==> config.mk <==
export PLATFORM = sky130hd
export DESIGN_NAME = mips_execute_stage
export DESIGN_NICKNAME = d
export VERILOG_FILES = /design/src/mexe_pkg.sv /design/src/mips_execute_stage.sv /design/src/mexe_alu.sv
export SDC_FILE = /design/constraint.sdc
export NUM_CORES = 1
export LEC_CHECK = 0
export ABC_AREA = 1
export ABC_CLOCK_PERIOD_IN_PS = 18200
export BUFFER_PORTS_ARGS = -buffer_cell sky130_fd_sc_hd__buf_2
export CAP_MARGIN = 25
export CORE_ASPECT_RATIO = 1.4
export CORE_MARGIN = 3
export CORE_UTILIZATION = 40
export DETAILED_ROUTE_END_ITERATION = 12
export PLACE_DENSITY = 0.55
export SLEW_MARGIN = 15
export SYNTH_ARGS = -nofsm -noshare
export SYNTH_HDL_FRONTEND = slang
export SYNTH_SLANG_ARGS = --single-unit
==> constraint.sdc <==
create_clock -name clk -period 18.2 [get_ports clk]
set_input_delay 0.91 -clock clk [delete_from_list [all_inputs] [get_ports clk]]
set_output_delay 0.91 -clock clk [all_outputs]
set_load 0.05 [all_outputs]
==> src/mexe_pkg.sv <==
// ---------------------------------------------------------------------------
// mexe_pkg
// Opcodes, function codes, memory request codes and the result record of
// the MIPS32 execute stage.
// ---------------------------------------------------------------------------
package mexe_pkg;

  // primary opcodes
  localparam logic [5:0] OP_SPECIAL = 6'h00;
  localparam logic [5:0] OP_J       = 6'h02;
  localparam logic [5:0] OP_JAL     = 6'h03;
  localparam logic [5:0] OP_BEQ     = 6'h04;
  localparam logic [5:0] OP_BNE     = 6'h05;
  localparam logic [5:0] OP_ADDI    = 6'h08;
  localparam logic [5:0] OP_ADDIU   = 6'h09;
  localparam logic [5:0] OP_SLTI    = 6'h0A;
  localparam logic [5:0] OP_SLTIU   = 6'h0B;
  localparam logic [5:0] OP_ANDI    = 6'h0C;
  localparam logic [5:0] OP_ORI     = 6'h0D;
  localparam logic [5:0] OP_XORI    = 6'h0E;
  localparam logic [5:0] OP_LUI     = 6'h0F;
  localparam logic [5:0] OP_LB      = 6'h20;
  localparam logic [5:0] OP_LH      = 6'h21;
  localparam logic [5:0] OP_LW      = 6'h23;
  localparam logic [5:0] OP_LBU     = 6'h24;
  localparam logic [5:0] OP_LHU     = 6'h25;
  localparam logic [5:0] OP_SB      = 6'h28;
  localparam logic [5:0] OP_SH      = 6'h29;
  localparam logic [5:0] OP_SW      = 6'h2B;

  // SPECIAL function codes
  localparam logic [5:0] FN_SLL     = 6'h00;
  localparam logic [5:0] FN_SRL     = 6'h02;
  localparam logic [5:0] FN_SRA     = 6'h03;
  localparam logic [5:0] FN_SLLV    = 6'h04;
  localparam logic [5:0] FN_SRLV    = 6'h06;
  localparam logic [5:0] FN_SRAV    = 6'h07;
  localparam logic [5:0] FN_JR      = 6'h08;
  localparam logic [5:0] FN_SYSCALL = 6'h0C;
  localparam logic [5:0] FN_ADD     = 6'h20;
  localparam logic [5:0] FN_ADDU    = 6'h21;
  localparam logic [5:0] FN_SUB     = 6'h22;
  localparam logic [5:0] FN_SUBU    = 6'h23;
  localparam logic [5:0] FN_AND     = 6'h24;
  localparam logic [5:0] FN_OR      = 6'h25;
  localparam logic [5:0] FN_XOR     = 6'h26;
  localparam logic [5:0] FN_NOR     = 6'h27;
  localparam logic [5:0] FN_SLT     = 6'h2A;
  localparam logic [5:0] FN_SLTU    = 6'h2B;

  // memory request codes
  localparam logic [3:0] MEM_NONE = 4'd0;
  localparam logic [3:0] MEM_LB   = 4'd1;
  localparam logic [3:0] MEM_LH   = 4'd2;
  localparam logic [3:0] MEM_LW   = 4'd3;
  localparam logic [3:0] MEM_LBU  = 4'd4;
  localparam logic [3:0] MEM_LHU  = 4'd5;
  localparam logic [3:0] MEM_SB   = 4'd6;
  localparam logic [3:0] MEM_SH   = 4'd7;
  localparam logic [3:0] MEM_SW   = 4'd8;

  localparam logic [4:0] REG_ZERO = 5'd0;
  localparam logic [4:0] REG_RA   = 5'd31;

  typedef struct packed {
    logic        write_enable;
    logic [4:0]  write_reg;
    logic [31:0] write_value;
    logic [3:0]  mem_op;
    logic [31:0] mem_address;
    logic [31:0] store_data;
    logic        redirect;
    logic [31:0] next_pc;
    logic        halt;
    logic        illegal;
  } exec_result_t;

endpackage

==> src/mips_execute_stage.sv <==
// ---------------------------------------------------------------------------
// mips_execute_stage
// MIPS32 integer execute stage: writeback, memory request, redirect, halt, illegal.
// ---------------------------------------------------------------------------
// One instruction is accepted per clock while in_stall is low. Its operands
// are captured in an input register, decoded and executed in one pass, and
// the outcome is held in a result register until taken. Stall from the
// result side holds the result register and backs up into the input
// register; the input side is stalled only when both registers are full.
// Branches have no delay slot: a taken branch or jump shows redirect with
// next_pc. Arithmetic wraps and never traps.
// ---------------------------------------------------------------------------
module mips_execute_stage
  import mexe_pkg::*;
(
  input  logic        clk,
  input  logic        rst,

  input  logic        in_valid,
  output logic        in_stall,
  input  logic [31:0] instr,
  input  logic [31:0] pc,
  input  logic [31:0] rs_value,
  input  logic [31:0] rt_value,

  output logic        out_valid,
  input  logic        out_stall,
  output logic        write_enable,
  output logic [4:0]  write_reg,
  output logic [31:0] write_value,
  output logic [3:0]  mem_op,
  output logic [31:0] mem_address,
  output logic [31:0] store_data,
  output logic        redirect,
  output logic [31:0] next_pc,
  output logic        halt,
  output logic        illegal
);

  logic         s1_valid;
  logic [31:0]  s1_instr;
  logic [31:0]  s1_pc;
  logic [31:0]  s1_rs_value;
  logic [31:0]  s1_rt_value;
  logic         res_valid;
  exec_result_t res;
  exec_result_t res_next;
  logic         res_advance;
  logic         s1_advance;

  assign res_advance = !res_valid || !out_stall;
  assign s1_advance  = !s1_valid || res_advance;
  assign in_stall    = !s1_advance;

  always_ff @(posedge clk) begin
    if (rst) begin
      s1_valid <= 1'b0;
    end else if (s1_advance) begin
      s1_valid <= in_valid;
    end
  end

  always_ff @(posedge clk) begin
    if (s1_advance && in_valid) begin
      s1_instr    <= instr;
      s1_pc       <= pc;
      s1_rs_value <= rs_value;
      s1_rt_value <= rt_value;
    end
  end

  mexe_alu u_alu (
    .instr    (s1_instr),
    .pc       (s1_pc),
    .rs_value (s1_rs_value),
    .rt_value (s1_rt_value),
    .result   (res_next)
  );

  always_ff @(posedge clk) begin
    if (rst) begin
      res_valid <= 1'b0;
    end else if (res_advance) begin
      res_valid <= s1_valid;
    end
  end

  always_ff @(posedge clk) begin
    if (res_advance && s1_valid) begin
      res <= res_next;
    end
  end

  assign out_valid    = res_valid;
  assign write_enable = res.write_enable;
  assign write_reg    = res.write_reg;
  assign write_value  = res.write_value;
  assign mem_op       = res.mem_op;
  assign mem_address  = res.mem_address;
  assign store_data   = res.store_data;
  assign redirect     = res.redirect;
  assign next_pc      = res.next_pc;
  assign halt         = res.halt;
  assign illegal      = res.illegal;

endmodule

==> src/mexe_alu.sv <==
// ---------------------------------------------------------------------------
// mexe_alu
// Decode and execute of one MIPS32 integer instruction, combinational.
// ---------------------------------------------------------------------------
module mexe_alu
  import mexe_pkg::*;
(
  input  logic [31:0]  instr,
  input  logic [31:0]  pc,
  input  logic [31:0]  rs_value,
  input  logic [31:0]  rt_value,
  output exec_result_t result
);

  logic [5:0]   op;
  logic [5:0]   funct;
  logic [4:0]   rt;
  logic [4:0]   rd;
  logic [4:0]   shamt;
  logic [15:0]  imm;
  logic [31:0]  imm_zext;
  logic [31:0]  imm_sext;
  logic [31:0]  seq_pc;
  logic [31:0]  jump_target;
  logic [31:0]  branch_target;
  logic [31:0]  ea;
  logic [4:0]   sh;
  logic [31:0]  shl;
  logic [31:0]  shr;
  logic [31:0]  sar;
  logic         lt_signed;
  logic         lt_unsigned;
  logic         lti_signed;
  logic         lti_unsigned;
  exec_result_t r;

  assign op       = instr[31:26];
  assign rt       = instr[20:16];
  assign rd       = instr[15:11];
  assign shamt    = instr[10:6];
  assign funct    = instr[5:0];
  assign imm      = instr[15:0];
  assign imm_zext = {16'h0000, imm};
  assign imm_sext = {{16{imm[15]}}, imm};

  assign seq_pc        = pc + 32'd4;
  assign jump_target   = {seq_pc[31:28], instr[25:0], 2'b00};
  assign branch_target = seq_pc + {imm_sext[29:0], 2'b00};
  assign ea            = rs_value + imm_sext;

  // variable shifts have funct bit 2 set and take the amount from rs
  assign sh  = funct[2] ? rs_value[4:0] : shamt;
  assign shl = rt_value << sh;
  assign shr = rt_value >> sh;
  assign sar = 32'($signed(rt_value) >>> sh);

  assign lt_signed    = $signed(rs_value) < $signed(rt_value);
  assign lt_unsigned  = rs_value < rt_value;
  assign lti_signed   = $signed(rs_value) < $signed(imm_sext);
  assign lti_unsigned = rs_value < imm_sext;

  always_comb begin
    r = '0;
    r.write_enable = 1'b1;
    if (op == OP_SPECIAL) begin
      r.write_reg = rd;
      case (funct)
        FN_SLL, FN_SLLV: r.write_value = shl;
        FN_SRL, FN_SRLV: r.write_value = shr;
        FN_SRA, FN_SRAV: r.write_value = sar;
        FN_JR: begin
          r.write_enable = 1'b0;
          r.redirect     = 1'b1;
          r.next_pc      = rs_value;
        end
        FN_SYSCALL: begin
          r.write_enable = 1'b0;
          r.halt         = 1'b1;
        end
        FN_ADD, FN_ADDU: r.write_value = rs_value + rt_value;
        FN_SUB, FN_SUBU: r.write_value = rs_value - rt_value;
        FN_AND:          r.write_value = rs_value & rt_value;
        FN_OR:           r.write_value = rs_value | rt_value;
        FN_XOR:          r.write_value = rs_value ^ rt_value;
        FN_NOR:          r.write_value = ~(rs_value | rt_value);
        FN_SLT:          r.write_value = {31'd0, lt_signed};
        FN_SLTU:         r.write_value = {31'd0, lt_unsigned};
        default: begin
          r.write_enable = 1'b0;
          r.illegal      = 1'b1;
        end
      endcase
    end else begin
      r.write_reg = rt;
      case (op)
        OP_J: begin
          r.write_enable = 1'b0;
          r.redirect     = 1'b1;
          r.next_pc      = jump_target;
        end
        OP_JAL: begin
          r.write_reg   = REG_RA;
          r.write_value = seq_pc;
          r.redirect    = 1'b1;
          r.next_pc     = jump_target;
        end
        OP_BEQ, OP_BNE: begin
          r.write_enable = 1'b0;
          // beq takes on equal, bne on not equal
          if ((rs_value == rt_value) == (op == OP_BEQ)) begin
            r.redirect = 1'b1;
            r.next_pc  = branch_target;
          end
        end
        OP_ADDI, OP_ADDIU: r.write_value = ea;
        OP_SLTI:           r.write_value = {31'd0, lti_signed};
        OP_SLTIU:          r.write_value = {31'd0, lti_unsigned};
        OP_ANDI:           r.write_value = rs_value & imm_zext;
        OP_ORI:            r.write_value = rs_value | imm_zext;
        OP_XORI:           r.write_value = rs_value ^ imm_zext;
        OP_LUI:            r.write_value = {imm, 16'h0000};
        OP_LB:  r.mem_op = MEM_LB;
        OP_LH:  r.mem_op = MEM_LH;
        OP_LW:  r.mem_op = MEM_LW;
        OP_LBU: r.mem_op = MEM_LBU;
        OP_LHU: r.mem_op = MEM_LHU;
        OP_SB: begin
          r.write_enable = 1'b0;
          r.mem_op       = MEM_SB;
          r.store_data   = {24'd0, rt_value[7:0]};
        end
        OP_SH: begin
          r.write_enable = 1'b0;
          r.mem_op       = MEM_SH;
          r.store_data   = {16'd0, rt_value[15:0]};
        end
        OP_SW: begin
          r.write_enable = 1'b0;
          r.mem_op       = MEM_SW;
          r.store_data   = rt_value;
        end
        default: begin
          r.write_enable = 1'b0;
          r.illegal      = 1'b1;
        end
      endcase
      if (r.mem_op != MEM_NONE) begin
        r.mem_address = ea;
      end
    end

    // writes to r0 are dropped, and an unused writeback reads as zero
    if (!r.write_enable || r.write_reg == REG_ZERO) begin
      r.write_enable = 1'b0;
      r.write_reg    = REG_ZERO;
      r.write_value  = '0;
    end
  end

  assign result = r;

endmodule

==> key figures, run 1 <==
Run status
  – Status: finished, final reports clean

Global routing
  – Wire length of the first global-routing pass: 194000 microns
  – Pin count of the biggest net entering global routing: 78
  – Vias in the first global route: 29100
  – Initial antenna violation count: 0
  – GRT Util Overall: 0.383
  – GRT overflow: 0

Floorplan
  – Top Ports: 275
  – Initial core utilization: 0.405
  – Die Area: 0.0699 sq mm
  – Core area: 0.0658 sq mm
  – Width of the die: 224 microns
  – Rows: 111
  – Die H: 312 microns

Synthesis
  – Post-synth EDFFs: 269
  – Post-Synth Simple-Gate Area: 0.366
  – Mapped Area: 0.0267 sq mm
  – Synth Area in Adders: 0.103
  – Post-synth top area cell: edfxtp_1
  – Yosys synthesis warning count: 0
  – Compound-Gate Fraction of Synth Area: 0.115
  – Mux cell area share after synthesis: 0
  – Seq/Total Area, Yosys: 0.304
  – Flops & latches, synth: 271
  – Area fraction of the dominant cell type after synthesis: 0.303
  – Net Count, Synth: 4257
  – Dominant cells by area after synthesis: edfxtp_1 (30%), nand2_1 (15%), nand3_1 (11%), ha_1 (10%), inv_1 (6.4%)
  – Mean Syn Cell Area: 6.83 sq um
  – Largest family of logic cells by synthesized area: simple AND/OR/NAND/NOR gates
  – Main synth FF type: edfxtp_1
  – Xor-xnor portion of the synthesized cell area: 0.0154
  – Post-synth ARST share: 0
  – Syn Inst Count: 3908
  – Number of library cell types mapped by synthesis: 66

Power
  – Max IR drop VDD: 0.0840 mV
  – Leakage power: 14.1 nW
  – Pwr/cell area: 69.8 mW/mm^2
  – Pwr Total: 2.07 mW

Setup path
  – Worst path cell trace: nand3_2, nor2_1, nand2_1, nor2_1, xnor2_1, inv_1, ha_1, nand2_1, nor2_1, inv_1, nor3_1, a21oi_1, or3b_2, nand2_1, nand2_1, nand3_1, nand3_1
  – Buf/Inv on CP: 2
  – Critical Path AT: 5.03 ns
  – Crit Path Category: register to register
  – Crit end category: register
  – Crit-path max cell delay: 0.67 ns
  – Critical-path top delay cell: nor3_1
  – Crit path launch type: register
  – Critical Path Fanout Max: 5
  – Delay-heaviest family, CP: simple AND/OR/NAND/NOR gates
  – Data required time of the worst path: 18.53 ns
  – Cell mode on critical path: nand2_1

Finish
  – Final core occ: 0.451
  – Multi-input logic area: 0.0160 sq mm
  – # fillers: 7130
  – Layout Cells excl Fill: 4991
  – Nets: 4471
  – Share of layout cells above drive strength 1: 0.113
  – Layout area overhead: 11.2%
  – Register area: 0.00812 sq mm

Clock network
  – CTS tree: yes
  – CTS root buf: clkbuf_16
  – Post_cts resized: 0
  – Max H-tree Level: 1
  – Clock Tree Buf Depth: 3
  – Clk slew on worst S/H paths: 0.06 ns
  – Clk_lat worst skew: 0.62 ns
  – Post CTS Setup Buffer Count: 0
  – CTS buffer count: 29
  – CTS Hold Buffers Added: 0
  – Clk sink count: 271

Routing
  – Vias per cell: 5.80
  – Post-route DRC: 0
  – Initial DRT Pass Iterations: 6
  – Final ANT Viol Nets: 0
  – Initial drt markers: 2911
  – Avg WL per Cell: 27.7 microns
  – DR vias: 29000
  – Final wirelength: 138000 microns

Min path
  – Hold Path Class: input port to register

Place
  – Dpl hpwl: 112000 microns
  – I/O Buffers: 274
  – Dpl cells: 4938
  – Placer congestion estimate: 1.01

Timing
  – Slew margin rel.: 0.310
  – Final worst path period need: 4.70 ns
  – Setup TNS: 0 ns
  – Max Slew Vio Count: 0
  – Maximum clock rate: 0.213 GHz
  – Tcrit/Tclk final: 0.258
  – Setup Viol. Count Final: 0
  – Layout Skew: 0.0439 ns
  – Unrepaired setup endpoints after global routing: no
  – Hold Vio Cnt, Final: 0
  – Worst-Margin Slew: 1.03 ns

Job
  – Max-capacitance violation count: 0
## path summary, 6_finish.rpt
check,cells after the start,slack [ns],to,start
hold / removal,1,0.46,s1_rt_value[5],rt_value[5]
setup reg to reg,17,13.50,next_pc[30],s1_pc[2]
hold reg to reg,2,0.53,out_valid,out_valid
setup / recovery,17,13.50,next_pc[30],s1_pc[2]
## Yosys cell counts (27+ instances only)
cell type and n:
inv_2 32, inv_1 457, edfxtp_1 269, nor3_1 52, o211ai_1 30, buf_2 58
nand2_1 1085, o21ai_0 111, nor2_1 358, nand4_1 62, xor2_1 34, clkbuf_1 32
o21ai_1 27, ha_1 213, nand3_1 576, a21oi_1 205
## logic make-up after synthesis
family / Yosys count
AND/OR/NAND/NOR: 2238
buffers and inverters: 619
AO/OA/AOI/OAI: 517
adder cells (fa/ha/maj): 217
XOR/XNOR: 46
flip-flops: 271
## where the power goes
part	internal, mW	switching [mW]
combinational	0.177	0.517
clock	0.352	0.265
sequential	0.721	0.0372
total	1.25	0.819
## placed cells by master (no fill, tap or decap), types with 13 or more instances in the layout
cell / instances
a21oi_1: 204
a221oi_1: 13
a22oi_1: 17
buf_2: 274
buf_4: 32
clkbuf_16: 29
edfxtp_1: 269
ha_1: 213
inv_1: 456
inv_2: 32
nand2_1: 1084
nand2_2: 14
nand3_1: 576
nand3b_1: 16
nand4_1: 62
nor2_1: 358
nor2_2: 14
nor3_1: 51
nor4_1: 15
o211ai_1: 30
o21ai_0: 111
o21ai_1: 27
o21bai_1: 18
o221ai_1: 22
o22ai_1: 25
xor2_1: 34
## per-layer routing
layer | up-vias | share of wire | track usage
met5 | - | 0 | 0
met4 | 0 | 0.094 | 0.298
met3 | 428 | 0.059 | 0.0464
met2 | 1349 | 0.50 | 0.687
met1 | 13600 | 0.34 | 0.404
li1 | 13600 | - | -
## cell type report
type                    count  area share
diodes                      1   0.0000843
clock buffers              35      0.0256
clock inverters            17     0.00671
inverters                 496      0.0633
multi-input cells        3018       0.541
flip-flops and latches    271       0.274
well taps                 847      0.0357
repair buffers            306      0.0543
## metrics by stage
stage / cell area [sq um] / hold slack, ns / setup WS (ns)
finish: 29700 / 0.461 / 13.50
global route: 29700 / 0.443 / 13.37
detailed placement: 28700 / 0.518 / 13.63
global placement: 28700 / 0.520 / 13.64
floorplan: 26700 / 0.450 / 9.80
CTS: 29700 / 0.431 / 13.56
Power figures use the tool's default switching activity.
==> run 2, diff against run 1 <==
--- a/config.mk
+++ b/config.mk
@@ -5,15 +5,15 @@
 export SDC_FILE = /design/constraint.sdc
 export NUM_CORES = 1
 export LEC_CHECK = 0
-export ABC_AREA = 1
-export ABC_CLOCK_PERIOD_IN_PS = 18200
+export ABC_AREA = 0
+export ABC_CLOCK_PERIOD_IN_PS = 4100
 export BUFFER_PORTS_ARGS = -buffer_cell sky130_fd_sc_hd__buf_2
 export CAP_MARGIN = 25
 export CORE_ASPECT_RATIO = 1.4
 export CORE_MARGIN = 3
 export CORE_UTILIZATION = 40
 export DETAILED_ROUTE_END_ITERATION = 12
-export PLACE_DENSITY = 0.55
+export PLACE_DENSITY = 0.57
 export SLEW_MARGIN = 15
 export SYNTH_ARGS = -nofsm -noshare
 export SYNTH_HDL_FRONTEND = slang
==> constraint.sdc (replaced) <==
create_clock -name clk -period 4.1 [get_ports clk]
set_input_delay 0.205 -clock clk [delete_from_list [all_inputs] [get_ports clk]]
set_output_delay 0.205 -clock clk [all_outputs]
set_load 0.05 [all_outputs]
==> run 2 against run 1 <==
Against the previous run: the run now ends with setup timing left; first-iteration DRC count fell by 17%; sequential cell count unchanged; synthesized cell count down 30%; critical endpoint is now write_value[13]; sequential power increased to 4.4 times the previous value; critical path depth shrank 7; global-route usage shrank 2.2 points; routed wire length down 14%; non-clock buffer count rose by 535; final cell count fell by 14%; utilization increased by 8.4 points.
==> key figures, run 2 <==
Run status
  – Status: finished, violations left
  – Failing checks: setup timing

Floorplan
  – Top Ports: 275 (unchanged)
  – Die Area: 0.0639 sq mm (-8.6%)
  – Die H: 298 microns (-4.4%)
  – Width of the die: 214 microns (-4.4%)
  – Rows: 106 (-4.5%)
  – Initial core utilization: 0.406 (+0.000528)
  – Core area: 0.0599 sq mm (-8.9%)

Synthesis
  – Area fraction of the dominant cell type after synthesis: 0.332 (+0.0293)
  – Post-synth ARST share: 0 (unchanged)
  – Seq/Total Area, Yosys: 0.334 (+0.0294)
  – Post-synth EDFFs: 269 (unchanged)
  – Post-synth top area cell: edfxtp_1
  – Dominant cells by area after synthesis: edfxtp_1 (33%), ha_1 (11%), mux2i_1 (5.1%), a21oi_1 (4.3%), o21ai_0 (4.3%)
  – Number of library cell types mapped by synthesis: 87 (+32%)
  – Count leader, synth: edfxtp_1
  – Mean Syn Cell Area: 8.86 sq um (+30%)
  – Mapped Area: 0.0243 sq mm (-8.8%)
  – Syn Inst Count: 2747 (-30%)
  – Flops & latches, synth: 271 (unchanged)
  – Yosys synthesis warning count: 0 (unchanged)
  – Synth top cells by count: edfxtp_1 (269), nor2_1 (260), nand2_1 (218)
  – Main synth FF type: edfxtp_1
  – Net Count, Synth: 3096 (-27%)

Clock network
  – Clock Tree Buf Depth: 3 (unchanged)
  – CTS tree: yes
  – CTS buffer count: 29 (unchanged)
  – CTS root buf: clkbuf_16
  – Clk_lat worst skew: 0.59 ns (-0.03 ns)
  – Clk sink count: 271 (unchanged)
  – Max H-tree Level: 1 (unchanged)
  – Clk slew on worst S/H paths: 0.06 ns (about the same)

Timing
  – Fin worst setup slack: -0.00208 ns (-13.50 ns)
  – Tcrit/Tclk final: 1.00 (+0.742)
  – Worst-Margin Slew: 0.916 ns (-0.116 ns)
  – Slew margin rel.: 0.385 (+0.0749)
  – Final worst path period need: 4.10 ns (-0.595 ns)
  – Max Slew Vio Count: 0 (unchanged)
  – Layout Skew: 0.0147 ns (-0.0292 ns)
  – Hold Vio Cnt, Final: 0 (unchanged)
  – Setup TNS: -0.00208 ns (-0.00208 ns)
  – Setup Viol. Count Final: 1 (+1)
  – Maximum clock rate: 0.244 GHz (+15%)

Routing
  – Initial DRT Pass Iterations: 8 (+2)
  – Initial drt markers: 2423 (-17%)
  – Avg WL per Cell: 27.9 microns (+0.76%)
  – Final wirelength: 119000 microns (-14%)
  – Post-route DRC: 0 (unchanged)
  – Vias per cell: 5.98 (+3.1%)
  – DR vias: 25600 (-12%)
  – Final ANT Viol Nets: 0 (unchanged)

Setup path
  – Critical Path Fanout Max: 39 (+34)
  – Critical Path AT: 4.40 ns (-0.63 ns)
  – Crit end category: register
  – Crit path launch type: register
  – Data required time of the worst path: 4.39 ns (-14.14 ns)
  – Crit Path Category: register to register
  – R2r setup slk: -0.002 ns (-13.50 ns)

Place
  – Dpl hpwl: 95200 microns (-15%)
  – I/O Buffers: 274 (unchanged)
  – Dpl cell area: 0.0295 sq mm (+2.9%)
  – Placer congestion estimate: 1.03 (+2.3%)

Finish
  – Most common cell after layout, fill and taps aside: buf_4
  – Final core occ: 0.534 (+0.0836)
  – Nets: 3793 (-15%)
  – Design area: 0.0320 sq mm (+8.0%)
  – Most frequent cells in the layout: buf_4 (417), buf_2 (274), edfxtp_1 (269)
  – Layout area overhead: 31.6%
  – Share of layout cells above drive strength 1: 0.247 (+0.134)

Global routing
  – Pin count of the biggest net entering global routing: 83 (+6.4%)
  – GRT Util Overall: 0.361 (-0.0221)
  – Busiest layer in global routing: met2
  – GRT overflow: 0 (unchanged)
  – Met1 Use GR: 0.437 (+0.0329)
  – Initial antenna violation count: 0 (unchanged)
  – M2 GR Usage: 0.626 (-0.0616)
  – Vias in the first global route: 25700 (-12%)
  – Wire length of the first global-routing pass: 173000 microns (-11%)
  – Met3 GRT Util: 0.0332 (-0.0132)

Min path
  – Hold Path Class: input port to register

Power
  – Internal: 5.96 mW (+380%)
  – Seq pwr share: 0.352 (-0.014)
  – Clock network power share: 0.267 (-0.031)
  – P_sw: 3.53 mW (+330%)
  – Leakage power: 13.4 nW (-4.5%)
  – Switching Fraction: 0.372 (-0.0238)
  – Pwr/cell area: 296 mW/mm^2 (+320%)
  – Max IR drop VDD: 0.354 mV (+320%)
  – Comb power frac: 0.381 (+0.046)

Job
  – Max-capacitance violation count: 0 (unchanged)
-- run 2: kinds of logic after synthesis --
kind of cell / after synthesis / share of synthesized area
simple gates: 787 / 0.151
fa+ha+maj: 217 / 0.113
buf+inv: 327 / 0.0518
xor+xnor: 134 / 0.0482
mux: 153 / 0.0742
compound gates: 858 / 0.228
flops: 271 / 0.334
-- run 2: worst max-delay path, stage by stage (launching register included) --
cell and delay (ns):
edfxtp_1 0.41, buf_12 0.18, mux2_2 0.46, buf_12 0.27
o21ai_0 0.26, mux2i_1 0.67, mux2i_1 0.18, a221oi_1 0.48
o22ai_1 0.13, o21ai_0 0.51, a21oi_1 0.19
-- run 2: power groups by stage --
stage	Clock (mW)	Sequential, mW	Combinational [mW]
after floorplan	0	3.65	1.70
after global placement	0	3.39	3.39
after detailed placement	0	3.38	3.40
after CTS	2.59	3.33	3.52
after global routing	2.69	3.35	3.83
final	2.53	3.34	3.62
-- run 2: per-layer routing --
metal,vias up,share of wire
met4,0,0.070
met3,293,0.057
li1,11600,-
met2,1186,0.48
met1,12500,0.39
met5,-,0
-- run 2: final cells by class --
| type | instances | area [sq um] |
|---|---|---|
| antenna | 1 | 2.50 |
| clock buffer | 31 | 733 |
| clock inverter | 21 | 164 |
| fill | 5663 | 27900 |
| inverter | 152 | 571 |
| multi-input combinational | 2149 | 15200 |
| sequential | 271 | 8120 |
| tap | 810 | 1010 |
| timing repair buffer | 841 | 6180 |
-- run 2: final timing paths --
check,from,endpoint,cells past startpoint
worst min register to register,s1_valid,out_valid,2
worst max-delay path,s1_instr[2],write_value[13],10
worst max register to register,s1_instr[2],write_value[13],10
worst min-delay path,in_valid,s1_rs_value[4],2
-- run 2: metrics by stage --
| step | std cells | total power, mW | worst slack (ns) | hold slack [ns] |
|---|---|---|---|---|
| final | 4276 | 9.49 | -0.00208 | 0.132 |
| after global placement | 4080 | 6.78 | -0.0710 | 0.380 |
| after global routing | 4275 | 9.87 | -0.119 | 0.135 |
| after CTS | 4264 | 9.44 | 0.0449 | 0.0938 |
| after detailed placement | 4081 | 6.79 | -0.159 | 0.383 |
| after floorplan | 2747 | 5.35 | -0.128 | 0.277 |
-- run 2: what timing repair did --
item / 4_1_cts / 5_1_grt
hold buffers: 131 / 0
setup endpoints to repair: 4 / 8
resized for setup: 4 / 35
pin swaps: 1 / 16
endpoints found under the hold margin: 130 / 0
setup buffers: 0 / 11
